`src/hdl/assert_macros.svh`:
```
// Assertion macros shared by the grid update RTL.
// Included by the modules that carry concurrent checks; no other dependency.
`ifndef ASSERT_MACROS_SVH
`define ASSERT_MACROS_SVH

// Same-cycle implication, disabled while reset is asserted (active low)
`define ASSERT_HOLDS(label, clk, rst_n, ante, cons, msg) \
    label: assert property (@(posedge clk) disable iff (!(rst_n)) (ante) |-> (cons)) \
        else $error(msg);

// Next-cycle implication, disabled while reset is asserted (active low)
`define ASSERT_NEXT(label, clk, rst_n, ante, cons, msg) \
    label: assert property (@(posedge clk) disable iff (!(rst_n)) (ante) |=> (cons)) \
        else $error(msg);

`endif

```
`src/hdl/sgsu_pkg.sv`:
```
// Shared constants, field offsets and stage structs of the grid update block.
// Used by every module of the block; depends on nothing.
package sgsu_pkg;

    // Line buffer geometry
    localparam int MAX_WIDTH  = 4096;
    localparam int COL_W      = $clog2(MAX_WIDTH);
    localparam int EW_W       = COL_W + 1;
    localparam int LINE_DEPTH = 2 * MAX_WIDTH;
    localparam int LINE_AW    = COL_W + 1;

    // Field widths
    localparam int ST_W   = 2;
    localparam int IMM_W  = 8;
    localparam int DRAW_W = 16;
    localparam int THR_W  = 17;
    localparam int GW_W   = 13;

    // Cell state codes
    localparam logic [ST_W-1:0] ST_SUS = 2'd0;
    localparam logic [ST_W-1:0] ST_INF = 2'd1;
    localparam logic [ST_W-1:0] ST_REC = 2'd2;
    localparam logic [ST_W-1:0] ST_BAD = 2'd3;

    // Input tdata layout, lowest bits first
    localparam int OFF_ST    = 0;
    localparam int OFF_IMM   = OFF_ST + ST_W;
    localparam int OFF_UP    = OFF_IMM + IMM_W;
    localparam int OFF_DOWN  = OFF_UP + DRAW_W;
    localparam int OFF_LEFT  = OFF_DOWN + DRAW_W;
    localparam int OFF_RIGHT = OFF_LEFT + DRAW_W;
    localparam int OFF_REC   = OFF_RIGHT + DRAW_W;
    localparam int IN_FIELDS_W = OFF_REC + DRAW_W;
    localparam int IN_DATA_W   = ((IN_FIELDS_W + 7) / 8) * 8;

    // Output tdata layout, lowest bits first
    localparam int OUT_FIELDS_W = ST_W + IMM_W;
    localparam int OUT_DATA_W   = ((OUT_FIELDS_W + 7) / 8) * 8;

    // Configuration port
    localparam int APB_AW    = 4;
    localparam int APB_DW    = 32;
    localparam int REG_IDX_W = 2;
    localparam logic [REG_IDX_W-1:0] REG_INFECT  = 2'd0;
    localparam logic [REG_IDX_W-1:0] REG_RECOVER = 2'd1;
    localparam logic [REG_IDX_W-1:0] REG_IMMUNE  = 2'd2;
    localparam logic [REG_IDX_W-1:0] REG_WIDTH   = 2'd3;

    localparam logic [THR_W-1:0] RST_INFECT  = 17'd32768;
    localparam logic [THR_W-1:0] RST_RECOVER = 17'd19661;
    localparam logic [IMM_W-1:0] RST_IMMUNE  = 8'd5;
    localparam logic [GW_W-1:0]  RST_WIDTH   = 13'd4000;

    typedef struct packed {
        logic [THR_W-1:0] infect_thr;
        logic [THR_W-1:0] recover_thr;
        logic [IMM_W-1:0] immune_steps;
        logic [GW_W-1:0]  grid_width;
    } t_cfg;

    // Item after raster position tracking
    typedef struct packed {
        logic              bank;
        logic [COL_W-1:0]  col;
        logic              left_ok;
        logic              right_ok;
        logic              has_up;
        logic              emit;
        logic              pad;
        logic              frame_end;
        logic [ST_W-1:0]   st;
        logic [IMM_W-1:0]  imm;
        logic [DRAW_W-1:0] d_up;
        logic [DRAW_W-1:0] d_down;
        logic [DRAW_W-1:0] d_left;
        logic [DRAW_W-1:0] d_right;
        logic [DRAW_W-1:0] d_rec;
    } t_s1;

    // Item after the line buffer read
    typedef struct packed {
        logic              left_ok;
        logic              right_ok;
        logic              has_up;
        logic              pad;
        logic              frame_end;
        logic [ST_W-1:0]   st;
        logic [DRAW_W-1:0] d_up;
        logic [DRAW_W-1:0] d_down;
        logic [DRAW_W-1:0] d_left;
        logic [DRAW_W-1:0] d_right;
        logic [DRAW_W-1:0] d_rec;
        logic [ST_W-1:0]   self_st;
        logic [ST_W-1:0]   left_st;
        logic [ST_W-1:0]   right_st;
        logic [ST_W-1:0]   up_st;
        logic [IMM_W-1:0]  self_imm;
    } t_s2;

endpackage

```
`src/hdl/sgsu_regs.sv`:
```
// Configuration registers behind the APB-style port.
// Depends on sgsu_pkg for register indexes, widths and reset values.
module sgsu_regs import sgsu_pkg::*; (
    input  logic              i_clk,
    input  logic              i_rst_n,
    input  logic              i_psel,
    input  logic              i_penable,
    input  logic              i_pwrite,
    input  logic [APB_AW-1:0] i_paddr,
    input  logic [APB_DW-1:0] i_pwdata,
    output logic [APB_DW-1:0] o_prdata,
    output t_cfg              o_cfg
);

    t_cfg                 r_cfg;
    logic                 wr_en;
    logic [REG_IDX_W-1:0] idx;

    assign wr_en = i_psel && i_penable && i_pwrite;
    assign idx   = i_paddr[APB_AW-1:2];

    // Write on the access cycle
    always_ff @(posedge i_clk) begin
        if (!i_rst_n) begin
            r_cfg.infect_thr   <= RST_INFECT;
            r_cfg.recover_thr  <= RST_RECOVER;
            r_cfg.immune_steps <= RST_IMMUNE;
            r_cfg.grid_width   <= RST_WIDTH;
        end else if (wr_en) begin
            case (idx)
                REG_INFECT:  r_cfg.infect_thr   <= i_pwdata[THR_W-1:0];
                REG_RECOVER: r_cfg.recover_thr  <= i_pwdata[THR_W-1:0];
                REG_IMMUNE:  r_cfg.immune_steps <= i_pwdata[IMM_W-1:0];
                REG_WIDTH:   r_cfg.grid_width   <= i_pwdata[GW_W-1:0];
                default: begin
                end
            endcase
        end
    end

    // Read back the addressed register
    always_comb begin
        case (idx)
            REG_INFECT:  o_prdata = APB_DW'(r_cfg.infect_thr);
            REG_RECOVER: o_prdata = APB_DW'(r_cfg.recover_thr);
            REG_IMMUNE:  o_prdata = APB_DW'(r_cfg.immune_steps);
            REG_WIDTH:   o_prdata = APB_DW'(r_cfg.grid_width);
            default:     o_prdata = '0;
        endcase
    end

    assign o_cfg = r_cfg;

endmodule

```
`config.mk`:
```
export PLATFORM = sky130hd
export DESIGN_NAME = sgsu_regs
export DESIGN_NICKNAME = d
export VERILOG_FILES = /design/src/hdl/assert_macros.svh /design/src/hdl/sgsu_pkg.sv /design/src/hdl/sgsu_regs.sv
export SDC_FILE = /design/constraint.sdc
export NUM_CORES = 1
export LEC_CHECK = 0
export BUFFER_PORTS_ARGS = -buffer_cell sky130_fd_sc_hd__buf_2
export CAP_MARGIN = 20
export CORE_MARGIN = 2
export CORE_UTILIZATION = 46
export DETAILED_ROUTE_END_ITERATION = 10
export PLACE_DENSITY = 0.79
export SLEW_MARGIN = 20
export SYNTH_ARGS = -nofsm -noshare
export SYNTH_HDL_FRONTEND = slang
export SYNTH_SLANG_ARGS = --single-unit
export TNS_END_PERCENT = 20
```
`constraint.sdc`:
```
create_clock -name i_clk -period 1.9 [get_ports i_clk]
set_clock_uncertainty 0.15 [all_clocks]
set_input_delay 0.38 -clock i_clk [delete_from_list [all_inputs] [get_ports i_clk]]
set_output_delay 0.38 -clock i_clk [all_outputs]
set_load 0.01 [all_outputs]
```
# Yosys cells after proc, flatten, opt, wreduce, memory -nomap -nowiden
# Cells that the tools add are included.
[op_classes]
n_eq_ne = 3
mux = 1
n_reduce_logical = 7
[ops]
columns = ["op", "count"]
rows = [
  ["$pmux W32 S4", 1],
  ["$reduce_and A2 Y1", 4],
  ["$eq A2 B2 Y1 const B", 2],
  ["$eq A2 B1 Y1 const B", 1],
  ["$logic_and A1 B1 Y1", 2],
  ["$logic_not A2 Y1", 1],
]
[word_totals]
reg_bits = 55
input_bits = 41
output_inout_bits = 87
wordCells = 15

# Depth between registers and ports, before layout
[depth]
word_depth = 3
mapped_depth = 6
depth_no_buf = 3

# Worst setup path before layout
# No wires, ideal clock.
[synth_path]
path_type = "input-to-output"
start = "input i_paddr[2]"
end = "output o_prdata[12]"
arrival_time_ns = 1.125
required_ns = 1.370
slack_ns = 0.245
path_stages = 4
n_path_buf = 2
path_cell_list = "buf_4 > buf_4 > mux2i_1 > o21ai_0"
[synth_between]
elab_chain_cells = 2
word_cells_on_any_way = 5
cone_classes = "eq/ne (3); mux (1); reduce/logical (1)"
[synth_lines]
columns = ["element", "line_no", "source"]
rows = [
  ["start, declared", "sgsu_regs.sv:9", "input logic [APB_AW-1:0] i_paddr,"],
  ["$eq A2 B2 Y1, or another cell as far along", "sgsu_regs.sv:43", "case (idx)"],
  ["$pmux W32 S4 (*)", "sgsu_regs.sv:43", ""],
  ["end, declared", "sgsu_regs.sv:11", "output logic [APB_DW-1:0] o_prdata,"],
]
# Mark *: on every way between the ends. The rest lies on a longest branch, timed or not. The select of a mux whose other input is x is not followed.

# Final worst setup path
[layout_path]
start = "register r_cfg, in the netlist o_cfg[1]"
end = "output o_prdata[1]"
[layout_between]
elab_chain_cells = 1
[layout_lines]
columns = ["element", "line_no", "source"]
rows = [
  ["start, declared", "sgsu_regs.sv:15", "t_cfg r_cfg;"],
  ["$pmux W32 S4", "sgsu_regs.sv:43", ""],
]
# Every way passes these cells. The select of a mux whose other input is x is not followed.

==> impl_results.md <==
* Finished Core Util at 58.97%
* Largest net degree at the start of global routing at slightly above 80
* PwrDens at 654.1 mW/mm^2
* Pre-antenna DRT Iters at 4
* Post-CTS Setup Bufs at 0
* Seq cells post-synth at 55
* Critical path fanouts, max at 3
* # diodes at 0
* Max FFs per register at 55
* Slew Limit Fails at 0
* Vias in the first global route at 2005
* Leading area contributor after synthesis: dfxtp_1
* Die Ht at 80.14 um
* FILL cells at 507
* Gr ovfl total at 0
* Peak VDD IR at ~0.34 mV
* Yosys top cell area share at 41.30%
* Cell Area, Synth at 0.002666 mm^2
* Slowest cell on crit path: mux4_2
* CP Capture Type: output port
* Syn Inst Count at around 270
* CTS H-tree lvls at 2
* CP Launch Type: flip-flop
* CTS tree: done
* Synth Area per Inst at 9.767 um^2
* TritonCTS Sinks at 55
* Fin area at 0.003267 mm^2
* Slowest stage delay, CP at 0.48 ns
* Routed WL at 6078 um
* Clk slew on worst S/H paths at 0.09 ns
* Placer congestion estimate at approximately 0.76
* DR vias/cell at between 4 and 5
* Arrival time of the worst setup path at ~1.3 ns
* DR vias at 2181
* Hold Path Class: primary input to flip-flop
* Setup slack after layout at about 0.09 ns
* DR DRC count at 0
* Nets at 409
* Critical path start-end classification: flip-flop to output port
* Area delta synth->final at 22.52%
* Maximum capacitance violations at 0
* Root Driver: clkbuf_8
* Final Hold Vio Count at 0
* Final setup viols at 0
* Critical path, cell by cell: mux4_2, buf_2
* Post-synthesis sequential area ratio at 41.30%
* GRT Total Usage at 19.58%
* Post-placement setup slack at -0.03656 ns
* Initial antenna violation count at 0
* First-pass GRT wire length at 9604 um
* CTS Buffer Depth at 2
* Worst EP required at 1.37 ns
* Dpl cell area at 0.003164 mm^2
* DP HPWL at 4481 um
* Num CTS Buffers at 5
* Yosys cell types at 22
* Num rows at 27
* Hold_ws at 0.1718 ns
* Minimum clock period at between 1.5 and 2 ns
* Die Area at ~0.0064 mm^2
* Max Clk Rate at 0.5528 GHz
* Status: finished, final reports clean
* Top post-synthesis cells by area: dfxtp_1 41%, mux2i_1 22%, nand2_1 8.4%, mux4_2 6.8%, buf_4 5.6%
* Clock insertion delay at the later pin of the skew report at 0.30 ns
* Warnings from Yosys at 0
* P_leak at 0.001529 uW
* PortBufs at 95
* Initial drt markers at 113
* Core area at 0.005540 mm^2
* Share of cells above drive strength 1 at a little over a third
* Initial core utilization at 48.13%
* Unrepaired setup endpoints after global routing: no
* Final period util at 95.21%
* Chip width at around 80 um
* Detail Route Antenna Nets at 0
* Average routed wire per standard cell at about 14 um
* Ports at between 100 and 150
-- cell families after synthesis --
logic type | share of synthesized area [%]
flops | 41.30
buf+inv | 10.42
other cells | 0.1406
compound gates | 3.754
simple gates | 15.86
mux | 28.53
-- final timing paths --
path	start	end	slack (ns)	cells past startpoint
hold / removal	i_pwdata[14]	o_cfg[52]	0.17	3
setup / recovery	o_cfg[1]	o_prdata[1]	0.09	2
setup reg to reg	o_cfg[10]	o_cfg[10]	1.10	2
hold reg to reg	o_cfg[51]	o_cfg[51]	0.33	2
-- where the power goes --
part | internal [uW] | switching, uW | leakage (uW)
Combinational | 114 | 148 | 0.00103
Sequential | 1170 | 11.9 | 0.000445
Clock | 333 | 362 | 0.0000515
Total | 1620 | 521 | 0.00153
-- cells in the final DEF (no fill, tap or decap), drive strengths merged --
master / count
o21ai: 11
or3b: 1
mux4: 8
conb: 15
dfxtp: 55
nor2: 4
and2: 1
inv: 6
or2: 1
nor3: 1
clkbuf: 8
nor2b: 20
o211ai: 6
nand3: 1
mux2i: 58
nor3b: 2
nand2: 61
buf: 110
-- Yosys cell counts --
cell type / count
nand3_2: 1
o211ai_1: 6
nand2_2: 1
mux2i_1: 58
buf_8: 1
or3b_1: 1
nor2_1: 4
buf_4: 20
inv_1: 6
dfxtp_1: 55
buf_2: 3
nor2b_1: 20
nand2_1: 60
nor3_1: 1
and2_1: 1
o21ai_0: 11
mux4_2: 8
buf_6: 4
nor3b_1: 2
or2_1: 1
clkbuf_1: 8
conb_1: 1
-- final cells by class --
| class | count | area (um^2) | area share, % |
|---|---|---|---|
| Sequential cell | 55 | 1101 | 33.70 |
| Timing Repair Buffer | 110 | 603.1 | 18.46 |
| Multi-Input combinational cell | 190 | 1350 | 41.33 |
| Tap cell | 72 | 90.09 | 2.758 |
| Inverter | 6 | 22.52 | 0.6894 |
| Clock buffer | 8 | 100.1 | 3.064 |
-- critical path, delay by kind of cell (launching register included) --
kind	cells	cell delay [ns]
buffers and inverters	1	0.16
muxes	1	0.48
DFF	1	0.34
-- per-layer routing --
metal,up-vias,GRT usage (%),share of wire [%]
li1,1070,-,-
met1,1023,25.69,46
met2,77,31.50,47
met3,11,3.708,5.2
met4,0,8.305,2.0
met5,-,0,0
-- per-stage QoR --
stage	setup TNS, ns	power [uW]	cells
finish	0	2137	441
global route	0	2232	441
CTS	0	2163	441
detailed placement	-0.07699	1470	433
global placement	-0.04626	1465	433
floorplan	0	1394	287
-- what timing repair did --
action | CTS | global route
setup endpoints to repair | 3 | 0
gates resized for setup | 1 | 0
hold buffers | 0 | 0
(Power assumes the default switching activity.)
