$ cat src/hdl/assert_macros.svh
// Assertion macros shared by the grid update RTL.
// Included by the modules that carry concurrent checks; no other dependency.
`ifndef ASSERT_MACROS_SVH
`define ASSERT_MACROS_SVH

// Same-cycle implication, disabled while reset is asserted (active low)
`define ASSERT_HOLDS(label, clk, rst_n, ante, cons, msg) \
    label: assert property (@(posedge clk) disable iff (!(rst_n)) (ante) |-> (cons)) \
        else $error(msg);

// Next-cycle implication, disabled while reset is asserted (active low)
`define ASSERT_NEXT(label, clk, rst_n, ante, cons, msg) \
    label: assert property (@(posedge clk) disable iff (!(rst_n)) (ante) |=> (cons)) \
        else $error(msg);

`endif

$ cat src/hdl/sgsu_pkg.sv
// Shared constants, field offsets and stage structs of the grid update block.
// Used by every module of the block; depends on nothing.
package sgsu_pkg;

    // Line buffer geometry
    localparam int MAX_WIDTH  = 4096;
    localparam int COL_W      = $clog2(MAX_WIDTH);
    localparam int EW_W       = COL_W + 1;
    localparam int LINE_DEPTH = 2 * MAX_WIDTH;
    localparam int LINE_AW    = COL_W + 1;

    // Field widths
    localparam int ST_W   = 2;
    localparam int IMM_W  = 8;
    localparam int DRAW_W = 16;
    localparam int THR_W  = 17;
    localparam int GW_W   = 13;

    // Cell state codes
    localparam logic [ST_W-1:0] ST_SUS = 2'd0;
    localparam logic [ST_W-1:0] ST_INF = 2'd1;
    localparam logic [ST_W-1:0] ST_REC = 2'd2;
    localparam logic [ST_W-1:0] ST_BAD = 2'd3;

    // Input tdata layout, lowest bits first
    localparam int OFF_ST    = 0;
    localparam int OFF_IMM   = OFF_ST + ST_W;
    localparam int OFF_UP    = OFF_IMM + IMM_W;
    localparam int OFF_DOWN  = OFF_UP + DRAW_W;
    localparam int OFF_LEFT  = OFF_DOWN + DRAW_W;
    localparam int OFF_RIGHT = OFF_LEFT + DRAW_W;
    localparam int OFF_REC   = OFF_RIGHT + DRAW_W;
    localparam int IN_FIELDS_W = OFF_REC + DRAW_W;
    localparam int IN_DATA_W   = ((IN_FIELDS_W + 7) / 8) * 8;

    // Output tdata layout, lowest bits first
    localparam int OUT_FIELDS_W = ST_W + IMM_W;
    localparam int OUT_DATA_W   = ((OUT_FIELDS_W + 7) / 8) * 8;

    // Configuration port
    localparam int APB_AW    = 4;
    localparam int APB_DW    = 32;
    localparam int REG_IDX_W = 2;
    localparam logic [REG_IDX_W-1:0] REG_INFECT  = 2'd0;
    localparam logic [REG_IDX_W-1:0] REG_RECOVER = 2'd1;
    localparam logic [REG_IDX_W-1:0] REG_IMMUNE  = 2'd2;
    localparam logic [REG_IDX_W-1:0] REG_WIDTH   = 2'd3;

    localparam logic [THR_W-1:0] RST_INFECT  = 17'd32768;
    localparam logic [THR_W-1:0] RST_RECOVER = 17'd19661;
    localparam logic [IMM_W-1:0] RST_IMMUNE  = 8'd5;
    localparam logic [GW_W-1:0]  RST_WIDTH   = 13'd4000;

    typedef struct packed {
        logic [THR_W-1:0] infect_thr;
        logic [THR_W-1:0] recover_thr;
        logic [IMM_W-1:0] immune_steps;
        logic [GW_W-1:0]  grid_width;
    } t_cfg;

    // Item after raster position tracking
    typedef struct packed {
        logic              bank;
        logic [COL_W-1:0]  col;
        logic              left_ok;
        logic              right_ok;
        logic              has_up;
        logic              emit;
        logic              pad;
        logic              frame_end;
        logic [ST_W-1:0]   st;
        logic [IMM_W-1:0]  imm;
        logic [DRAW_W-1:0] d_up;
        logic [DRAW_W-1:0] d_down;
        logic [DRAW_W-1:0] d_left;
        logic [DRAW_W-1:0] d_right;
        logic [DRAW_W-1:0] d_rec;
    } t_s1;

    // Item after the line buffer read
    typedef struct packed {
        logic              left_ok;
        logic              right_ok;
        logic              has_up;
        logic              pad;
        logic              frame_end;
        logic [ST_W-1:0]   st;
        logic [DRAW_W-1:0] d_up;
        logic [DRAW_W-1:0] d_down;
        logic [DRAW_W-1:0] d_left;
        logic [DRAW_W-1:0] d_right;
        logic [DRAW_W-1:0] d_rec;
        logic [ST_W-1:0]   self_st;
        logic [ST_W-1:0]   left_st;
        logic [ST_W-1:0]   right_st;
        logic [ST_W-1:0]   up_st;
        logic [IMM_W-1:0]  self_imm;
    } t_s2;

endpackage

$ cat src/hdl/sgsu_front.sv
// First stage: tracks column, row phase and buffer bank of the raster stream.
// Depends on sgsu_pkg and assert_macros.svh.
`include "assert_macros.svh"
module sgsu_front import sgsu_pkg::*; (
    input  logic                 i_clk,
    input  logic                 i_rst_n,
    input  t_cfg                 i_cfg,
    input  logic                 i_valid,
    input  logic [IN_DATA_W-1:0] i_data,
    input  logic                 i_pad,
    output logic                 o_ready,
    input  logic                 i_next_ready,
    output logic                 o_valid,
    output t_s1                  o_item
);

    typedef enum logic [1:0] {PH_FIRST, PH_SECOND, PH_LATER} t_phase;

    t_phase           r_phase, n_phase;
    logic             r_bank, n_bank;
    logic [COL_W-1:0] r_col, n_col;
    logic             r_valid;
    t_s1              r_item, n_item;

    logic [EW_W-1:0]  w;
    logic [COL_W-1:0] cc;
    logic             last;
    logic             accept;
    logic             drop;
    logic             store;
    logic [ST_W-1:0]  in_st;

    assign o_ready = i_rst_n && (!r_valid || i_next_ready);
    assign accept  = i_valid && o_ready;
    assign drop    = (r_phase == PH_FIRST) && i_pad;
    assign store   = accept && !drop;

    // Clamp the width and the column
    always_comb begin
        if (32'(i_cfg.grid_width) > MAX_WIDTH) begin
            w = EW_W'(MAX_WIDTH);
        end else if (i_cfg.grid_width < GW_W'(2)) begin
            w = EW_W'(2);
        end else begin
            w = EW_W'(i_cfg.grid_width);
        end
        if (EW_W'(r_col) >= w) begin
            cc = COL_W'(w - EW_W'(1));
        end else begin
            cc = r_col;
        end
        last  = (EW_W'(cc) + EW_W'(1)) >= w;
        in_st = i_data[OFF_ST +: ST_W];
    end

    // Build the item for the line buffer stage
    always_comb begin
        n_item.bank      = r_bank;
        n_item.col       = cc;
        n_item.left_ok   = (cc != '0);
        n_item.right_ok  = !last;
        n_item.has_up    = (r_phase == PH_LATER);
        n_item.emit      = (r_phase != PH_FIRST);
        n_item.pad       = i_pad;
        n_item.frame_end = i_pad && last;
        n_item.st        = (i_pad || in_st == ST_BAD) ? ST_SUS : in_st;
        n_item.imm       = i_pad ? '0 : i_data[OFF_IMM +: IMM_W];
        n_item.d_up      = i_data[OFF_UP +: DRAW_W];
        n_item.d_down    = i_data[OFF_DOWN +: DRAW_W];
        n_item.d_left    = i_data[OFF_LEFT +: DRAW_W];
        n_item.d_right   = i_data[OFF_RIGHT +: DRAW_W];
        n_item.d_rec     = i_data[OFF_REC +: DRAW_W];
    end

    // Advance the raster position
    always_comb begin
        n_phase = r_phase;
        n_bank  = r_bank;
        n_col   = r_col;
        if (store) begin
            if (last) begin
                n_col  = '0;
                n_bank = ~r_bank;
                if (i_pad) begin
                    n_phase = PH_FIRST;
                end else begin
                    case (r_phase)
                        PH_FIRST:  n_phase = PH_SECOND;
                        PH_SECOND: n_phase = PH_LATER;
                        default:   n_phase = PH_LATER;
                    endcase
                end
            end else begin
                n_col = cc + COL_W'(1);
            end
        end
    end

    // Hold position state and the stage register
    always_ff @(posedge i_clk) begin
        if (!i_rst_n) begin
            r_phase <= PH_FIRST;
            r_bank  <= 1'b0;
            r_col   <= '0;
            r_valid <= 1'b0;
        end else begin
            r_phase <= n_phase;
            r_bank  <= n_bank;
            r_col   <= n_col;
            if (o_ready) begin
                r_valid <= store;
            end
            if (store) begin
                r_item <= n_item;
            end
        end
    end

    assign o_valid = r_valid;
    assign o_item  = r_item;

    `ASSERT_NEXT(a_col_wraps, i_clk, i_rst_n, i_rst_n && store && last, r_col == '0,
        "column did not return to zero after the last column")
    `ASSERT_NEXT(a_bank_flips, i_clk, i_rst_n, i_rst_n && store && last,
        r_bank != $past(r_bank), "buffer bank did not swap at row end")

endmodule

$ cat config.mk
export PLATFORM = sky130hd
export DESIGN_NAME = sgsu_front
export DESIGN_NICKNAME = d
export VERILOG_FILES = /design/src/hdl/sgsu_pkg.sv /design/src/hdl/sgsu_front.sv
export VERILOG_INCLUDE_DIRS = /design/src /design/src/hdl
export SDC_FILE = /design/constraint.sdc
export NUM_CORES = 1
export LEC_CHECK = 0
export BUFFER_PORTS_ARGS = -buffer_cell sky130_fd_sc_hd__buf_2
export CAP_MARGIN = 20
export CORE_ASPECT_RATIO = 1.2
export CORE_MARGIN = 2
export CORE_UTILIZATION = 42
export DETAILED_ROUTE_END_ITERATION = 16
export PLACE_DENSITY = 0.8
export SETUP_SLACK_MARGIN = 0.15
export SLEW_MARGIN = 20
export SYNTH_ARGS = -nofsm -noshare
export SYNTH_HDL_FRONTEND = slang
export SYNTH_SLANG_ARGS = --single-unit
$ cat constraint.sdc
create_clock -name i_clk -period 5.5 [get_ports i_clk]
set_clock_uncertainty 0.15 [all_clocks]
set_input_delay 0.275 -clock i_clk [delete_from_list [all_inputs] [get_ports i_clk]]
set_output_delay 0.275 -clock i_clk [all_outputs]
set_load 0.03 [all_outputs]
# Yosys cells after proc, flatten, opt, wreduce, memory -nomap -nowiden
# Cells that the tools add are included.
# totals
out_inout_bits	111
elab_cells	50
ff_bits	125
# classes
n_lt_le_gt_ge	4
eq_ne	2
n_reduce_logical	15
addsub	3
n_mux	6
bitwise_logic	1
# op_table
cell	n
$mux W13	2
$mux W12	2
$add A12 B1 Y13 const B	1
$ge A12 B13 Y1	1
$ge A13 B13 Y1	1
$gt A13 B13 Y1 const B	1
$lt A13 B2 Y1 const B	1
$add A12 B1 Y12 const B	1
$reduce_bool A12 Y1	1
$sub A12 B1 Y12 const B	1
$logic_and A1 B1 Y1	5
$eq A2 B2 Y1 const B	2
$mux W2	2
$reduce_and A2 Y1	2
$logic_not A1 Y1	3
$logic_not A2 Y1	1
$logic_or A1 B1 Y1	2
$reduce_bool A2 Y1	1
$not A1 Y1	1

# Depth between registers and ports, before layout
# logic_depth
ltp_word	8
ltp_mapped	29

# Worst setup path after synthesis
# No wires, ideal clock.
# synth_path
path_kind	input port to flip-flop
from	input port i_cfg[5] in the netlist's numbering
to	register r_phase[0]
required_time_ns	5.278
arrival_time_ns	5.448
slack_ns	-0.170
setup_ns	0.072
stages	27
path_cell_list	clkbuf_1 or4_4 buf_6 nor3_1 o21ai_0 ha_1 o21ai_0 o211a_1 o21a_1 nand2_1 clkbuf_1 o21ai_0 inv_1 ha_1 inv_1 and3_1 or2_2 ha_1 nand4_1 o41ai_1 a21oi_1 nor2b_1 or3_1 clkbuf_1 inv_1 or4_1 a21oi_1
# synth_between
elab_chain_cells	8
word_cells_on_any_way	10
cone_classes	2 x add/sub; 4 x order compare; 3 x mux; 1 x reduce/logical
# synth_lines
item	line_no	source
from (decl)	sgsu_front.sv:7	input t_cfg i_cfg,
$lt A13 B2 Y1	sgsu_front.sv:42	end else if (i_cfg.grid_width < GW_W'(2)) begin
$mux W13	sgsu_front.sv:42	
$mux W13 (*)	sgsu_front.sv:40	if (32'(i_cfg.grid_width) > MAX_WIDTH) begin
$sub A12 B1 Y12 or $ge A12 B13 Y1 (tied branches)	sgsu_front.sv:48, sgsu_front.sv:47	
$mux W12 (*)	sgsu_front.sv:47	if (EW_W'(r_col) >= w) begin
named net cc[0]	sgsu_front.sv:26	logic [COL_W-1:0] cc;
$add A12 B1 Y13 (*)	sgsu_front.sv:52	last = (EW_W'(cc) + EW_W'(1)) >= w;
$ge A13 B13 Y1 (*)	sgsu_front.sv:52	
$reduce_and A2 Y1 (no source line) (*)	-	
to (signal assigned)	sgsu_front.sv:107	r_phase <= n_phase;
to (decl)	sgsu_front.sv:19	t_phase r_phase, n_phase;
# The timed path passes the listed nets; every way through them passes the cells marked *.
# A chain may end at the register's enable or synchronous reset.

# Worst setup path in the final report
# layout_path
from	input port i_cfg[8] in the netlist's numbering
to	register r_phase[0]
# The elaborated chain is that of the path after synthesis.

==> metrics <==
Worst VDD drop=around 0.38 mV; final setup fails=0; crit end category=flip-flop; fin area=8500 um2; crit-path max cell delay=0.60 ns; detailed router's first-iteration violation count=566; crit path max fanout=7; crit path from=i_cfg[8]; Critical Path RT=about 5.7 ns; post-layout min period=5.11 ns; Hold Path Origin=i_data[8]; placed inst area=just over 7000 um2; WL final=roughly 22000 um; Hold Crit Class=in -> reg; total clock sinks=~130; cell count after synthesis=~420; Core Area=between 10000 and 15000 um2; synth warn=0; largest net degree at the start of global routing=79; worst skew pair latency=slightly above 0.4 ns; Max-Cap Viols=0; row cnt=46; vias in the first global route=roughly 5300; mux share of post-synthesis cell area=0.0132; CTS tree=done; Synth Area in Simple Gates=0.141; Via density=~5.7; Adder-Cell Fraction of Synth Area=0.0625; Startpoint Class=input port; FF-to-FF Start=r_col[7]; Synth Area in XOR/XNOR=0.0107; global route overflow=0; Num CTS Buffers=17; Avg Cell Area, Syn=approximately 13 um2; DRT Pass-1 Iters=6; ys async rst share=0; Via Count=5329; Worst-path clk slew=approximately 0.060 ns; Sequential Area=3590 um2; Final Max Slew Viols=0; Slowest-stage cell, CP=or4_4; Primary FF master, synth=edfxtp_1; Clock Tree Buf Depth=2; Rel. slew slack=0.384; DP HPWL=between 10000 and 15000 um; crit path buf inv count=5; synthesis-stage register bit count=roughly 130; power density cells=a little over 300 nW/um2; fin nets=938; Critical Path AT=around 5.3 ns; initial antenna violation count=2; initial core utilization=0.427; H-Tree Depth=4; fillers=922; share of layout cells above drive strength 1=0.398; Post-synth EDFFs=approximately 110; Post-Syn Area=roughly 5600 um2; largest family of logic cells by synthesized area=simple AND/OR/NAND/NOR gates; fin cells=936; DP Cell Count=roughly 800; CTS root buffer=clkbuf_16; delay-heaviest family, CP=simple AND/OR/NAND/NOR gates; Routed WL per cell=23.2 um; Antenna Nets Post-Route=0; outcome=complete, no violations; static leakage=around 3.5 nW; Distinct cells, synth=69; most frequent CP cell=inv_1; I/O Pins=about 270; Die Span X=roughly 110 um; Die Y=131 um; global-route wire length before repair=31500 um; Crit Path Class=in -> reg; synth-to-layout area growth=51.7%; global placer's final weighted congestion=roughly 0.9; final hold vios=0; area of the multi-input gates=approximately 1900 um2; Tcrit/Tclk final=0.930; Port Buffer Count=between 200 and 250; RSZ-0062 raised after global routing=yes; Compound-Gate Fraction of Synth Area=0.108; synthesized net count=606; DRC viols=0; gr usage total=0.304; worst-margin pin slew=0.923 ns; die area=about 14000 um2; Seq/Total Area, Yosys=0.641; fmax=~200 MHz
[per-layer routing]
layer / vias up / wire [um] / GRT usage
li1: 2288 / - / -
met1: 2546 / 7890 / 0.360
met2: 405 / 10400 / 0.503
met3: 90 / 2190 / 0.0843
met4: 0 / 1260 / 0.165
met5: - / 0 / 0
[synth_stat cells, drive strengths merged, types with 8 or more instances]
master  count  area [um2]
a21oi      20         104
o21ai      16        80.1
nor2b      11        68.8
nand4       9        56.3
dfxtp      16         320
or3         8        50.1
nand3      11        60.1
nand2      35         134
nor3       12        71.3
clkbuf     10        37.5
ha         28         350
inv        19        71.3
edfxtp    109        3270
nor2       14        60.1
[power breakdown]
| group | switching (W) | internal [W] |
|---|---|---|
| clock network | 0.000428 | 0.000753 |
| registers | 0.0000125 | 0.00106 |
| logic | 0.000185 | 0.000133 |
[metrics by stage]
stage | worst slack, ns | power (W) | TNS (ns) | hold WS (ns) | utilization
4_1_cts | 0.392 | 0.00254 | 0 | 0.00760 | 0.645
3_3_place_gp | 0.130 | 0.00133 | 0 | 0.291 | 0.537
6_report | 0.387 | 0.00257 | 0 | 0.0208 | 0.648
5_1_grt | 0.103 | 0.00264 | 0 | 0.0192 | 0.648
3_5_place_dp | -0.0323 | 0.00134 | -0.0323 | 0.293 | 0.537
2_1_floorplan | 0.184 | 0.00124 | 0 | 0.224 | -
[kinds of logic (layout without fill, tap and decap cells)]
logic type	Yosys count	in the layout
buf+inv	33	378
xor+xnor	6	6
fa+ha+maj	28	28
compound gates	84	84
simple gates	139	139
mux	7	7
flops	125	125
other cells	0	1
[what timing repair did]
action | in CTS | in global routing
endpoints found under the setup margin | 0 | 9
gates resized for setup | 0 | 8
hold endpoints to repair | 81 | 0
hold buffers | 81 | 0
setup buffers | 0 | 2
[state kept, by name (all words and copies together) (netlist names)]
name	flops
o_item	109
r_col	12
r_phase	2
o_valid	1
r_bank	1
[path summary, 6_finish.rpt]
check / endpoint / slack (ns) / cells past startpoint
max reg2reg: r_phase[0] / 0.82 / 20
max: r_phase[0] / 0.39 / 26
min reg2reg: o_item[108] / 0.31 / 0
min: o_item[86] / 0.02 / 2
[cells in the final DEF (no fill, tap or decap), types with 4 or more instances in the layout]
master and n:
clkbuf_16 17, nor3_1 11, dlygate4sd3_1 81, a211o_1 4
o21a_1 5, clkinv_2 4, edfxtp_1 109, nand4_1 9
or3_1 8, nand2_1 32, nand3_1 10, o21ai_1 4
inv_1 17, nand2b_1 4, ha_1 27, nor2b_1 11
clkinvlp_4 4, and3_1 4, a21oi_1 19, mux2i_1 4
xnor2_1 5, nor3b_1 4, and2_1 7, o211ai_1 6
nor2_1 13, bufinv_16 4, buf_4 27, buf_2 218
nor4_1 4, o21ai_0 11, dfxtp_1 16
[area by class of cell]
class / count / share of cell area
Inverter: 20 / 0.00913
Timing Repair Buffer: 326 / 0.248
Tap cell: 168 / 0.0247
Clock inverter: 13 / 0.0205
Clock buffer: 19 / 0.0509
Antenna cell: 1 / 0.000294
Sequential cell: 125 / 0.423
Multi-Input combinational cell: 264 / 0.224
Note: power is estimated with default switching activity, not from simulation.
