File: src/hdl/assert_macros.svh
// Assertion macros shared by the grid update RTL.
// Included by the modules that carry concurrent checks; no other dependency.
`ifndef ASSERT_MACROS_SVH
`define ASSERT_MACROS_SVH

// Same-cycle implication, disabled while reset is asserted (active low)
`define ASSERT_HOLDS(label, clk, rst_n, ante, cons, msg) \
    label: assert property (@(posedge clk) disable iff (!(rst_n)) (ante) |-> (cons)) \
        else $error(msg);

// Next-cycle implication, disabled while reset is asserted (active low)
`define ASSERT_NEXT(label, clk, rst_n, ante, cons, msg) \
    label: assert property (@(posedge clk) disable iff (!(rst_n)) (ante) |=> (cons)) \
        else $error(msg);

`endif

File: src/hdl/sgsu_pkg.sv
// Shared constants, field offsets and stage structs of the grid update block.
// Used by every module of the block; depends on nothing.
package sgsu_pkg;

    // Line buffer geometry
    localparam int MAX_WIDTH  = 4096;
    localparam int COL_W      = $clog2(MAX_WIDTH);
    localparam int EW_W       = COL_W + 1;
    localparam int LINE_DEPTH = 2 * MAX_WIDTH;
    localparam int LINE_AW    = COL_W + 1;

    // Field widths
    localparam int ST_W   = 2;
    localparam int IMM_W  = 8;
    localparam int DRAW_W = 16;
    localparam int THR_W  = 17;
    localparam int GW_W   = 13;

    // Cell state codes
    localparam logic [ST_W-1:0] ST_SUS = 2'd0;
    localparam logic [ST_W-1:0] ST_INF = 2'd1;
    localparam logic [ST_W-1:0] ST_REC = 2'd2;
    localparam logic [ST_W-1:0] ST_BAD = 2'd3;

    // Input tdata layout, lowest bits first
    localparam int OFF_ST    = 0;
    localparam int OFF_IMM   = OFF_ST + ST_W;
    localparam int OFF_UP    = OFF_IMM + IMM_W;
    localparam int OFF_DOWN  = OFF_UP + DRAW_W;
    localparam int OFF_LEFT  = OFF_DOWN + DRAW_W;
    localparam int OFF_RIGHT = OFF_LEFT + DRAW_W;
    localparam int OFF_REC   = OFF_RIGHT + DRAW_W;
    localparam int IN_FIELDS_W = OFF_REC + DRAW_W;
    localparam int IN_DATA_W   = ((IN_FIELDS_W + 7) / 8) * 8;

    // Output tdata layout, lowest bits first
    localparam int OUT_FIELDS_W = ST_W + IMM_W;
    localparam int OUT_DATA_W   = ((OUT_FIELDS_W + 7) / 8) * 8;

    // Configuration port
    localparam int APB_AW    = 4;
    localparam int APB_DW    = 32;
    localparam int REG_IDX_W = 2;
    localparam logic [REG_IDX_W-1:0] REG_INFECT  = 2'd0;
    localparam logic [REG_IDX_W-1:0] REG_RECOVER = 2'd1;
    localparam logic [REG_IDX_W-1:0] REG_IMMUNE  = 2'd2;
    localparam logic [REG_IDX_W-1:0] REG_WIDTH   = 2'd3;

    localparam logic [THR_W-1:0] RST_INFECT  = 17'd32768;
    localparam logic [THR_W-1:0] RST_RECOVER = 17'd19661;
    localparam logic [IMM_W-1:0] RST_IMMUNE  = 8'd5;
    localparam logic [GW_W-1:0]  RST_WIDTH   = 13'd4000;

    typedef struct packed {
        logic [THR_W-1:0] infect_thr;
        logic [THR_W-1:0] recover_thr;
        logic [IMM_W-1:0] immune_steps;
        logic [GW_W-1:0]  grid_width;
    } t_cfg;

    // Item after raster position tracking
    typedef struct packed {
        logic              bank;
        logic [COL_W-1:0]  col;
        logic              left_ok;
        logic              right_ok;
        logic              has_up;
        logic              emit;
        logic              pad;
        logic              frame_end;
        logic [ST_W-1:0]   st;
        logic [IMM_W-1:0]  imm;
        logic [DRAW_W-1:0] d_up;
        logic [DRAW_W-1:0] d_down;
        logic [DRAW_W-1:0] d_left;
        logic [DRAW_W-1:0] d_right;
        logic [DRAW_W-1:0] d_rec;
    } t_s1;

    // Item after the line buffer read
    typedef struct packed {
        logic              left_ok;
        logic              right_ok;
        logic              has_up;
        logic              pad;
        logic              frame_end;
        logic [ST_W-1:0]   st;
        logic [DRAW_W-1:0] d_up;
        logic [DRAW_W-1:0] d_down;
        logic [DRAW_W-1:0] d_left;
        logic [DRAW_W-1:0] d_right;
        logic [DRAW_W-1:0] d_rec;
        logic [ST_W-1:0]   self_st;
        logic [ST_W-1:0]   left_st;
        logic [ST_W-1:0]   right_st;
        logic [ST_W-1:0]   up_st;
        logic [IMM_W-1:0]  self_imm;
    } t_s2;

endpackage

File: src/hdl/sgsu_rule.sv
// Third stage: applies the update rule and holds the result register.
// Depends on sgsu_pkg.
module sgsu_rule import sgsu_pkg::*; (
    input  logic             i_clk,
    input  logic             i_rst_n,
    input  t_cfg             i_cfg,
    input  logic             i_valid,
    input  t_s2              i_item,
    output logic             o_ready,
    input  logic             i_out_ready,
    output logic             o_valid,
    output logic [ST_W-1:0]  o_state,
    output logic [IMM_W-1:0] o_immune,
    output logic             o_frame_end
);

    logic             r_valid;
    logic [ST_W-1:0]  r_state, n_state;
    logic [IMM_W-1:0] r_immune, n_immune;
    logic             r_frame_end;

    logic             up_inf, down_inf, left_inf, right_inf, recover;

    assign o_ready = !r_valid || i_out_ready;

    // Infection and recovery tests
    always_comb begin
        up_inf    = i_item.has_up && (i_item.up_st == ST_INF)
                    && (THR_W'(i_item.d_up) < i_cfg.infect_thr);
        down_inf  = !i_item.pad && (i_item.st == ST_INF)
                    && (THR_W'(i_item.d_down) < i_cfg.infect_thr);
        left_inf  = i_item.left_ok && (i_item.left_st == ST_INF)
                    && (THR_W'(i_item.d_left) < i_cfg.infect_thr);
        right_inf = i_item.right_ok && (i_item.right_st == ST_INF)
                    && (THR_W'(i_item.d_right) < i_cfg.infect_thr);
        recover   = THR_W'(i_item.d_rec) < i_cfg.recover_thr;
    end

    // Next state of the output cell
    always_comb begin
        n_state  = i_item.self_st;
        n_immune = i_item.self_imm;
        case (i_item.self_st)
            ST_SUS: begin
                if (up_inf || down_inf || left_inf || right_inf) begin
                    n_state = ST_INF;
                end
            end
            ST_INF: begin
                if (recover) begin
                    n_state  = ST_REC;
                    n_immune = i_cfg.immune_steps;
                end
            end
            default: begin
                if (i_item.self_imm <= IMM_W'(1)) begin
                    n_state  = ST_SUS;
                    n_immune = '0;
                end else begin
                    n_immune = i_item.self_imm - IMM_W'(1);
                end
            end
        endcase
    end

    // Hold the result until taken
    always_ff @(posedge i_clk) begin
        if (!i_rst_n) begin
            r_valid <= 1'b0;
        end else begin
            if (o_ready) begin
                r_valid <= i_valid;
            end
            if (o_ready && i_valid) begin
                r_state     <= n_state;
                r_immune    <= n_immune;
                r_frame_end <= i_item.frame_end;
            end
        end
    end

    assign o_valid     = r_valid;
    assign o_state     = r_state;
    assign o_immune    = r_immune;
    assign o_frame_end = r_frame_end;

endmodule

File: config.mk
export PLATFORM = sky130hd
export DESIGN_NAME = sgsu_rule
export DESIGN_NICKNAME = d
export VERILOG_FILES = /design/src/hdl/assert_macros.svh /design/src/hdl/sgsu_pkg.sv /design/src/hdl/sgsu_rule.sv
export SDC_FILE = /design/constraint.sdc
export NUM_CORES = 1
export LEC_CHECK = 0
export BUFFER_PORTS_ARGS = -buffer_cell sky130_fd_sc_hd__buf_2
export CAP_MARGIN = 25
export CELL_PAD_IN_SITES_DETAIL_PLACEMENT = 1
export CELL_PAD_IN_SITES_GLOBAL_PLACEMENT = 2
export CORE_MARGIN = 8
export CORE_UTILIZATION = 23
export DETAILED_ROUTE_END_ITERATION = 12
export PLACE_DENSITY = 0.95
export SLEW_MARGIN = 40
export SYNTH_ARGS = -nofsm -noshare
export SYNTH_HDL_FRONTEND = slang
export SYNTH_SLANG_ARGS = --single-unit
File: constraint.sdc
create_clock -name i_clk -period 5 [get_ports i_clk]
set_input_delay 0.25 -clock i_clk [delete_from_list [all_inputs] [get_ports i_clk]]
set_output_delay 0.25 -clock i_clk [all_outputs]
set_load 0.01 [all_outputs]
After elaboration in Yosys (flattened, before gate mapping) --
Index checks and enable logic that the tools add are counted.
Operators by class: add/subtract/negate cells 1, order comparisons 6, eq/ne operators 5, mux-type cells 7, reductions and logical operators 17
Operator list (count):
- 16-bit by 17-bit less-than comparator with 1-bit output | 5
- 8-bit 2-to-1 mux | 2
- 8-bit one-hot mux with 2 select lines | 1
- 2-bit by 1-bit equality test with 1-bit output (second input constant) | 5
- 1-bit logical AND | 9
- 8-bit by 1-bit less-or-equal comparator with 1-bit output (second input constant) | 1
- 8-bit by 1-bit subtractor with 8-bit output (second input constant) | 1
- 2-bit 2-to-1 mux | 3
- 1-bit logical OR | 4
- 2-bit one-hot mux with 2 select lines | 1
- 1-bit zero test | 2
- 2-bit zero test | 1
- 2-bit AND reduction | 1
Storage, ports and cells: flip-flop bits (word level) 12, input bits 162, output and inout port bits 13, word-level logic and storage cells 40

Logic depth before layout (Yosys ltp) --
Gate-level depths: netlist (run 1).
word-level depth 8, mapped depth 10, mapped depth without buffers 9

Worst setup path after synthesis (run 1) --
OpenSTA, ideal clock, no wires.
kind input port to flip-flop, start point in i_cfg[35] in the netlist's numbering, end point reg r_immune[2], in the netlist o_immune[2], data pin, library setup time 261 ps, arrival time 1732 ps, required time 4739 ps, path slack 3007 ps, stages 9, path buffers 0, path through inv_1 -> ha_1 -> a21oi_1 -> o22ai_1 -> o21bai_1 -> nand3_1 -> o21a_1 -> o21bai_1 -> a221o_1
On the way: word-level cells in the longest chain between the ends 3
RTL lines:
- start: declaration | RTL line sgsu_rule.sv:6 | input t_cfg i_cfg,
- 16-bit by 17-bit less-than comparator with 1-bit output | RTL line sgsu_rule.sv:36 | recover = THR_W'(i_item.d_rec) < i_cfg.recover_thr;
- 8-bit 2-to-1 mux | RTL line sgsu_rule.sv:50 | if (recover) begin
- 8-bit one-hot mux with 2 select lines | RTL line sgsu_rule.sv:43 | case (i_item.self_st)
- net n_immune[2] | RTL line sgsu_rule.sv:19 | logic [IMM_W-1:0] r_immune, n_immune;
- end signal: assignment | RTL line sgsu_rule.sv:76 | r_immune <= n_immune;
- end: declaration | RTL line sgsu_rule.sv:19
The timed path passes the listed nets, and every way through them passes these cells. A chain may end at the register's enable or synchronous reset.

Worst setup path in the final report (run 1) --
Ends and elaborated chain as after synthesis.

==> flow_metrics.env, run 1 <==
export IMPL_rsz0062_at_grt="false"
export IMPL_fin_crit_ns=2.15
export IMPL_synthFlopType="edfxtp_1"
export IMPL_ctsResizeCount=0
export IMPL_reg2reg_depth=2
export IMPL_cts_made_buffers=3
export IMPL_timing_hold_ws_ns=0.190
export IMPL_syn_area_um2=2500
export IMPL_netSwitchingPower_uw=159
export IMPL_crit_path_end="o_immune[2]"
export IMPL_wl_met1_um=3990
export IMPL_pwr_share_seq_pct=26.6
export IMPL_layout_cells_most_common="buf_2"
export IMPL_final_cell_mix="161 x buf_2, 77 x ha_1, 38 x inv_1, 33 x a21oi_1, 18 x nor2_1"
export IMPL_pwr_share_comb_pct=53.6
export IMPL_crit_type="primary input to register"
export IMPL_track_usage_pct=12.7
export IMPL_p_per_area_nw_per_um2=127
export IMPL_drc=0
export IMPL_drtIter0Drc=68
export IMPL_setup_violations=0
export IMPL_dp_hpwl_um=8900
export IMPL_post_cts_buffers=0
export IMPL_grt_start_max_net_pins=14
export IMPL_skew_ns=0.00356
export IMPL_routabilityCongestion=0.808
export IMPL_ir_drop_mv=0.119
export IMPL_yosysWarnings=0
export IMPL_internal_power_uw=288
export IMPL_min_period_over_period_pct=43.1
export IMPL_insertion_delay_ns=0.24
export IMPL_ys_async_sr_fraction_pct=0
export IMPL_ios=175
export IMPL_r2r_end="o_immune[7]"
export IMPL_clock_sinks=12
export IMPL_hold_viol=0
export IMPL_syn_num_nets=540
export IMPL_fin_util_pct=32.7
export IMPL_core_area_um2=10700
export IMPL_outcome="completed"
export IMPL_htreeDepth=1
export IMPL_grt_pass1_vias=3216
export IMPL_endpoint_kind="register"
export IMPL_critPathArrivalTime_ns=2.14
export IMPL_finish_instance_area_um2=3510
export IMPL_clock_power_share_pct=19.8
export IMPL_drv_slew=0
export IMPL_antenna_found_initial=1
export IMPL_top_layer_used="met4"
export IMPL_drive_gt1_share_pct=36.1
export IMPL_post_dp_cell_area_um2=3470
export IMPL_initial_utilization_pct=23.3
export IMPL_io_buffers=161
export IMPL_swShare_pct=35.5
export IMPL_num_vias=2887
export IMPL_clk_pin_slew_ns=0.05
export IMPL_ys_seq_area_share_pct=14.0
export IMPL_ys_ff_latch=12
export IMPL_dieWidth_um=120
export IMPL_cts_root_buf="clkbuf_8"
export IMPL_die_area_um2=14500
export IMPL_ctsHoldBuffers=0
export IMPL_routed_wl_met2_um=5090
export IMPL_startpoint_type="primary input"
export IMPL_relSlewSlack_pct=68.0
export IMPL_wire_per_inst_um=15.8
export IMPL_hold_path_class="primary input to register"
export IMPL_ys_types=45
export IMPL_tritoncts="done"
export IMPL_crit_start="i_cfg[35]"
export IMPL_met3WireLength_um=450
export IMPL_via_per_inst=4.78
export IMPL_critical_path_max_fanout=8
export IMPL_r2r_setup_slack_ns=3.77
export IMPL_std_cell_rows=38
export IMPL_required_ns=4.99
export IMPL_grt_ovfl_total=0
export IMPL_cellLeakagePower_uw=0.00193
export IMPL_final_nets=703
export IMPL_cts_path_max_buffers=2
export IMPL_grt_pass1_wl_um=15400
export IMPL_fillers=1379
export IMPL_drv_cap=0
export IMPL_routed_wirelength_um=9560
export IMPL_first_pass_iters=4
export IMPL_r2r_start="o_valid"
export IMPL_tns_ns=0
export IMPL_synthToLayoutAreaGrowth_pct=40.3
export IMPL_synth_cells=301
export IMPL_fmax_mhz=464
export IMPL_drtAntennaViolNets=0
export IMPL_synth_area_per_cell_um2=8.32
export IMPL_die_y_um=120
export IMPL_worst_slew_pin_slew_ns=0.468
export IMPL_synth_enable_flop_cells=11
-- routing by layer --
metal | vias up | GRT usage [%]
met5 | - | 0
met4 | 0 | 1.72
met3 | 4 | 2.14
met2 | 73 | 24.9
met1 | 1354 | 14.4
li1 | 1456 | -
-- worst min path at each step --
stage	start	end	slack, ns	depth (start not counted)
floorplan	i_item[98]	o_frame_end	0.35	0
global placement	i_item[98]	o_frame_end	0.43	1
detailed placement	i_item[98]	o_frame_end	0.44	1
CTS	i_item[98]	o_frame_end	0.19	1
global route	i_item[98]	o_frame_end	0.19	1
finish	i_item[98]	o_frame_end	0.19	1
-- cells in the mapped netlist, types with 2 or more instances --
cell / count / share of area [%]
o21bai_1: 4 / 1.2
a21oi_1: 33 / 6.6
nand2b_1: 5 / 1.2
a2111oi_0: 2 / 0.70
a211oi_1: 3 / 0.90
nand3_1: 12 / 2.4
nor2_1: 18 / 2.7
nor3b_1: 3 / 0.90
nand4_1: 5 / 1.2
o21ai_1: 9 / 1.8
a221o_1: 7 / 2.8
o21a_1: 3 / 0.90
a21o_1: 9 / 2.7
and2_1: 2 / 0.50
nor4_1: 4 / 1.0
nand4b_1: 2 / 0.70
nand2_1: 17 / 2.5
o21ai_0: 10 / 2.0
ha_1: 77 / 38
clkbuf_1: 2 / 0.30
and4b_1: 3 / 1.2
edfxtp_1: 11 / 13
inv_1: 38 / 5.7
-- flip-flops by register name (all words and copies together), names as in the netlist --
signal and flops:
o_valid 1, o_immune 8, o_frame_end 1, o_state 2
-- kinds of logic after synthesis --
kind of cell	count (synthesis)	share of synthesized area [%]
compound gates	92	24.0
xor+xnor	2	0.700
fa+ha+maj	77	38.5
buf+inv	41	6.45
flops	12	14.0
simple gates	77	16.3
-- critical path, cell delays in order --
cell and delay, ns:
buf_2 0.07, inv_1 0.03, ha_1 0.30, a21oi_1 0.15
o22ai_1 0.10, o21bai_1 0.30, nand3_1 0.12, o21a_1 0.29
o21bai_1 0.21, a221o_1 0.31
-- power by group through the flow --
stage                     combinational (uW)  clock, uW  sequential, uW
after floorplan                          129          0             124
after global placement                   228          0             121
after detailed placement                 244          0             121
after CTS                                245       90.3             119
after global routing                     276       96.0             119
final                                    240       88.5             119
-- cell type report --
type | count | area [um2] | share of cell area (%)
diodes | 1 | 2.50 | 0.0712
clock inverters | 1 | 3.75 | 0.107
clock buffers | 3 | 41.3 | 1.18
flip-flops and latches | 12 | 350 | 9.97
repair buffers | 161 | 806 | 22.9
inverters | 38 | 143 | 4.06
multi-input cells | 248 | 1990 | 56.7
well taps | 140 | 175 | 4.99
-- through the flow --
step | instances | total power, uW | worst slack, ns
floorplan | 301 | 253 | 3.01
global placement | 599 | 349 | 2.62
detailed placement | 599 | 365 | 2.57
CTS | 603 | 455 | 2.81
global route | 604 | 492 | 2.63
finish | 604 | 447 | 2.85
Note: power is estimated with default switching activity, not from simulation.
==> run 2: changes to the inputs <==
--- a/config.mk
+++ b/config.mk
@@ -5,14 +5,15 @@
 export SDC_FILE = /design/constraint.sdc
 export NUM_CORES = 1
 export LEC_CHECK = 0
+export ABC_AREA = 1
 export BUFFER_PORTS_ARGS = -buffer_cell sky130_fd_sc_hd__buf_2
 export CAP_MARGIN = 25
 export CELL_PAD_IN_SITES_DETAIL_PLACEMENT = 1
 export CELL_PAD_IN_SITES_GLOBAL_PLACEMENT = 2
 export CORE_MARGIN = 8
-export CORE_UTILIZATION = 23
+export CORE_UTILIZATION = 21
 export DETAILED_ROUTE_END_ITERATION = 12
-export PLACE_DENSITY = 0.95
+export PLACE_DENSITY = 0.92
 export SLEW_MARGIN = 40
 export SYNTH_ARGS = -nofsm -noshare
 export SYNTH_HDL_FRONTEND = slang
==> constraint.sdc (replaced) <==
create_clock -name i_clk -period 2.2 [get_ports i_clk]
set_input_delay 0.11 -clock i_clk [delete_from_list [all_inputs] [get_ports i_clk]]
set_output_delay 0.11 -clock i_clk [all_outputs]
set_load 0.01 [all_outputs]
==> run 2 against run 1 <==
  * Clock power increased to 3.7 times the previous value
  * Setup slack got worse by 2.2 ns
  * Synthesized cell count increased by 41%
  * Die area increased by 18%
  * Critical path type unchanged
  * Count of clock-buffer cells in the layout increased by 1
  * Wire length increased by 6.0%
  * Clock skew about the same
  * Hold slack got worse by 0.14 ns
  * Highest routed layer is now met5
  * Flip-flop and latch count unchanged
  * First-iteration DRC count increased by 21%
  * Area after synthesis increased by 11%
==> flow_metrics.env, run 2 <==
export IMPL_yosys_top_cells_count="128 x nand2_1, 80 x inv_1, 77 x ha_1"
export IMPL_worst_slew_pin_slew_ns=0.292
export IMPL_syn_area_um2=2770
export IMPL_critPathBufInv=2
export IMPL_cpMaxStageDelayCell="ha_1"
export IMPL_ir_drop_mv=0.208
export IMPL_std_cell_rows=42
export IMPL_p_per_area_nw_per_um2=302
export IMPL_track_usage_pct=11.3
export IMPL_critical_path_max_fanout=4
export IMPL_synth_area_leaders="ha_1 35%, nand2_1 17%, edfxtp_1 12%, inv_1 11%, a21oi_1 5.4%"
export IMPL_min_period_over_period_pct=71.2
export IMPL_final_cell_mix="161 x buf_2, 128 x nand2_1, 80 x inv_1, 77 x ha_1, 36 x nor2_1"
export IMPL_rsz0062_at_grt="false"
export IMPL_tritoncts="done"
export IMPL_fin_crit_ns=1.57
export IMPL_synth_top_area_share_pct=34.8
export IMPL_relSlewSlack_pct=80.4
export IMPL_required_ns=2.18
export IMPL_ys_ff_latch=12
export IMPL_synth_top_cell_by_area="ha_1"
export IMPL_r2r_start="o_valid"
export IMPL_startpoint_type="primary input"
export IMPL_routabilityCongestion=0.804
export IMPL_worstHoldPathCells=1
export IMPL_critPathMaxStageDelay_ns=0.32
export IMPL_grt_pass1_vias=3583
export IMPL_p_total_uw=1170
export IMPL_synth_area_per_cell_um2=6.52
export IMPL_worstHoldStart="i_item[98]"
export IMPL_skew_ns=0.00367
export IMPL_largest_register_ffs=8
export IMPL_dieWidth_um=131
export IMPL_diodes=0
export IMPL_grt_ovfl_total=0
export IMPL_drtAntennaViolNets=0
export IMPL_reg2reg_depth=4
export IMPL_drc=0
export IMPL_hold_path_end="o_frame_end"
export IMPL_tns_ns=0
export IMPL_ys_async_sr_fraction_pct=0
export IMPL_antenna_found_initial=2
export IMPL_routed_wirelength_um=10100
export IMPL_clock_sinks=12
export IMPL_num_vias=3280
export IMPL_via_per_inst=4.28
export IMPL_htreeDepth=1
export IMPL_cellLeakagePower_uw=0.00234
export IMPL_r2r_setup_slack_ns=1.16
export IMPL_clk_pin_slew_ns=0.04
export IMPL_setup_violations=0
export IMPL_ys_types=29
export IMPL_post_cts_buffers=0
export IMPL_critPathArrivalTime_ns=1.54
export IMPL_drtIter0Drc=82
export IMPL_initial_utilization_pct=21.2
export IMPL_outcome="completed"
export IMPL_first_pass_iters=4
export IMPL_die_area_um2=17100
export IMPL_yosysWarnings=0
export IMPL_ctsHoldBuffers=0
export IMPL_crit_path_cell_trace="buf_2 > inv_1 > ha_1 > nand2_1 > nor2_1 > nand4_1 > nand3_1 > nand2_1 > nand2_1 > nand4_1 > nand2_1 > nand2_1"
export IMPL_syn_num_nets=664
export IMPL_layout_cells_most_common="buf_2"
export IMPL_insertion_delay_ns=0.24
export IMPL_dp_hpwl_um=9600
export IMPL_path_delay_family="simple AND/OR/NAND/NOR gates"
export IMPL_hold_path_class="primary input to register"
export IMPL_cts_made_buffers=3
export IMPL_r2r_end="o_immune[3]"
export IMPL_synthToLayoutAreaGrowth_pct=40.2
export IMPL_synth_enable_flop_cells=11
export IMPL_grt_pass1_wl_um=15900
export IMPL_hold_viol=0
export IMPL_drv_cap=0
export IMPL_synthFlopType="edfxtp_1"
export IMPL_drive_gt1_share_pct=29.8
export IMPL_ios=175
export IMPL_die_y_um=131
export IMPL_ys_seq_area_share_pct=12.6
export IMPL_drv_slew=0
export IMPL_grt_start_max_net_pins=12
export IMPL_crit_type="primary input to register"
export IMPL_core_area_um2=13100
export IMPL_wire_per_inst_um=13.2
export IMPL_fmax_mhz=639
export IMPL_synth_cells=425
export IMPL_endpoint_kind="register"
export IMPL_worst_path_most_repeated_cell="nand2_1"
export IMPL_io_buffers=161
export IMPL_ctsResizeCount=0
export IMPL_cts_root_buf="clkbuf_16"
export IMPL_final_nets=831
export IMPL_post_synth_top_count_cell="nand2_1"
export IMPL_cts_path_max_buffers=2
[run 2: cell types whose count changed in the layout (fill, tap and decap cells not counted), moves of 7 or more]
cell     before  now
nand2_1      17  128
o21ai_1       9    0
a221o_1       7    0
inv_1        38   80
nor2_1       18   36
[run 2: logic make-up (layout without fill, tap and decap cells)]
| kind of cell | Yosys count | count (layout) | synth area share (%) |
|---|---|---|---|
| and+or+nand+nor | 204 | 204 | 31.3 |
| buffers and inverters | 82 | 248 | 11.1 |
| adders and majority gates | 77 | 77 | 34.8 |
| xor gates and xnor gates | 1 | 1 | 0.316 |
| DFF | 12 | 12 | 12.6 |
| AOI/OAI and AO/OA | 49 | 49 | 9.85 |
[run 2: worst max path at each step]
| stage | slack, ns | endpoint | cells after the start | start |
|---|---|---|---|---|
| after floorplan | 0.59 | o_frame_end | 3 | o_valid |
| after global placement | 0.36 | o_state[0] | 11 | i_cfg[52] |
| after detailed placement | 0.36 | o_state[0] | 12 | i_cfg[46] |
| after CTS | 0.61 | o_state[0] | 12 | i_cfg[46] |
| after global routing | 0.45 | o_state[0] | 11 | i_cfg[52] |
| final | 0.63 | o_state[0] | 12 | i_cfg[46] |
[run 2: where the power goes]
part / switching, uW / internal, uW / total (uW) / leakage, uW
clock: 85.5 / 243 / 328 / 0.0000382
combinational: 313 / 262 / 575 / 0.00219
sequential: 3.09 / 268 / 271 / 0.000112
[run 2: cell type report]
| type | count | area, um2 |
|---|---|---|
| Multi-Input combinational cell | 331 | 2110 |
| Clock buffer | 4 | 78.8 |
| Sequential cell | 12 | 350 |
| Tap cell | 176 | 220 |
| Fill cell | 1752 | 9200 |
| Timing Repair Buffer | 162 | 813 |
| Inverter | 82 | 308 |
[run 2: routing by layer]
| metal | share of wire (%) | up-vias | global-route usage (%) |
|---|---|---|---|
| li1 | - | 1707 | - |
| met1 | 43 | 1473 | 13.3 |
| met2 | 50 | 88 | 21.3 |
| met3 | 7.0 | 8 | 2.31 |
| met4 | 0.34 | 4 | 0.945 |
| met5 | 0.20 | - | 0 |
[run 2: stage by stage]
step	utilization, %	worst slack (ns)	instances	hold WS [ns]	cell area (um2)
final	29.7	0.634	767	0.0500	3880
after global routing	29.7	0.455	767	0.0493	3880
after CTS	29.7	0.610	767	0.0506	3880
after detailed placement	29.1	0.365	763	0.294	3800
after global placement	29.1	0.361	763	0.290	3800
after floorplan	-	0.595	425	0.209	2770
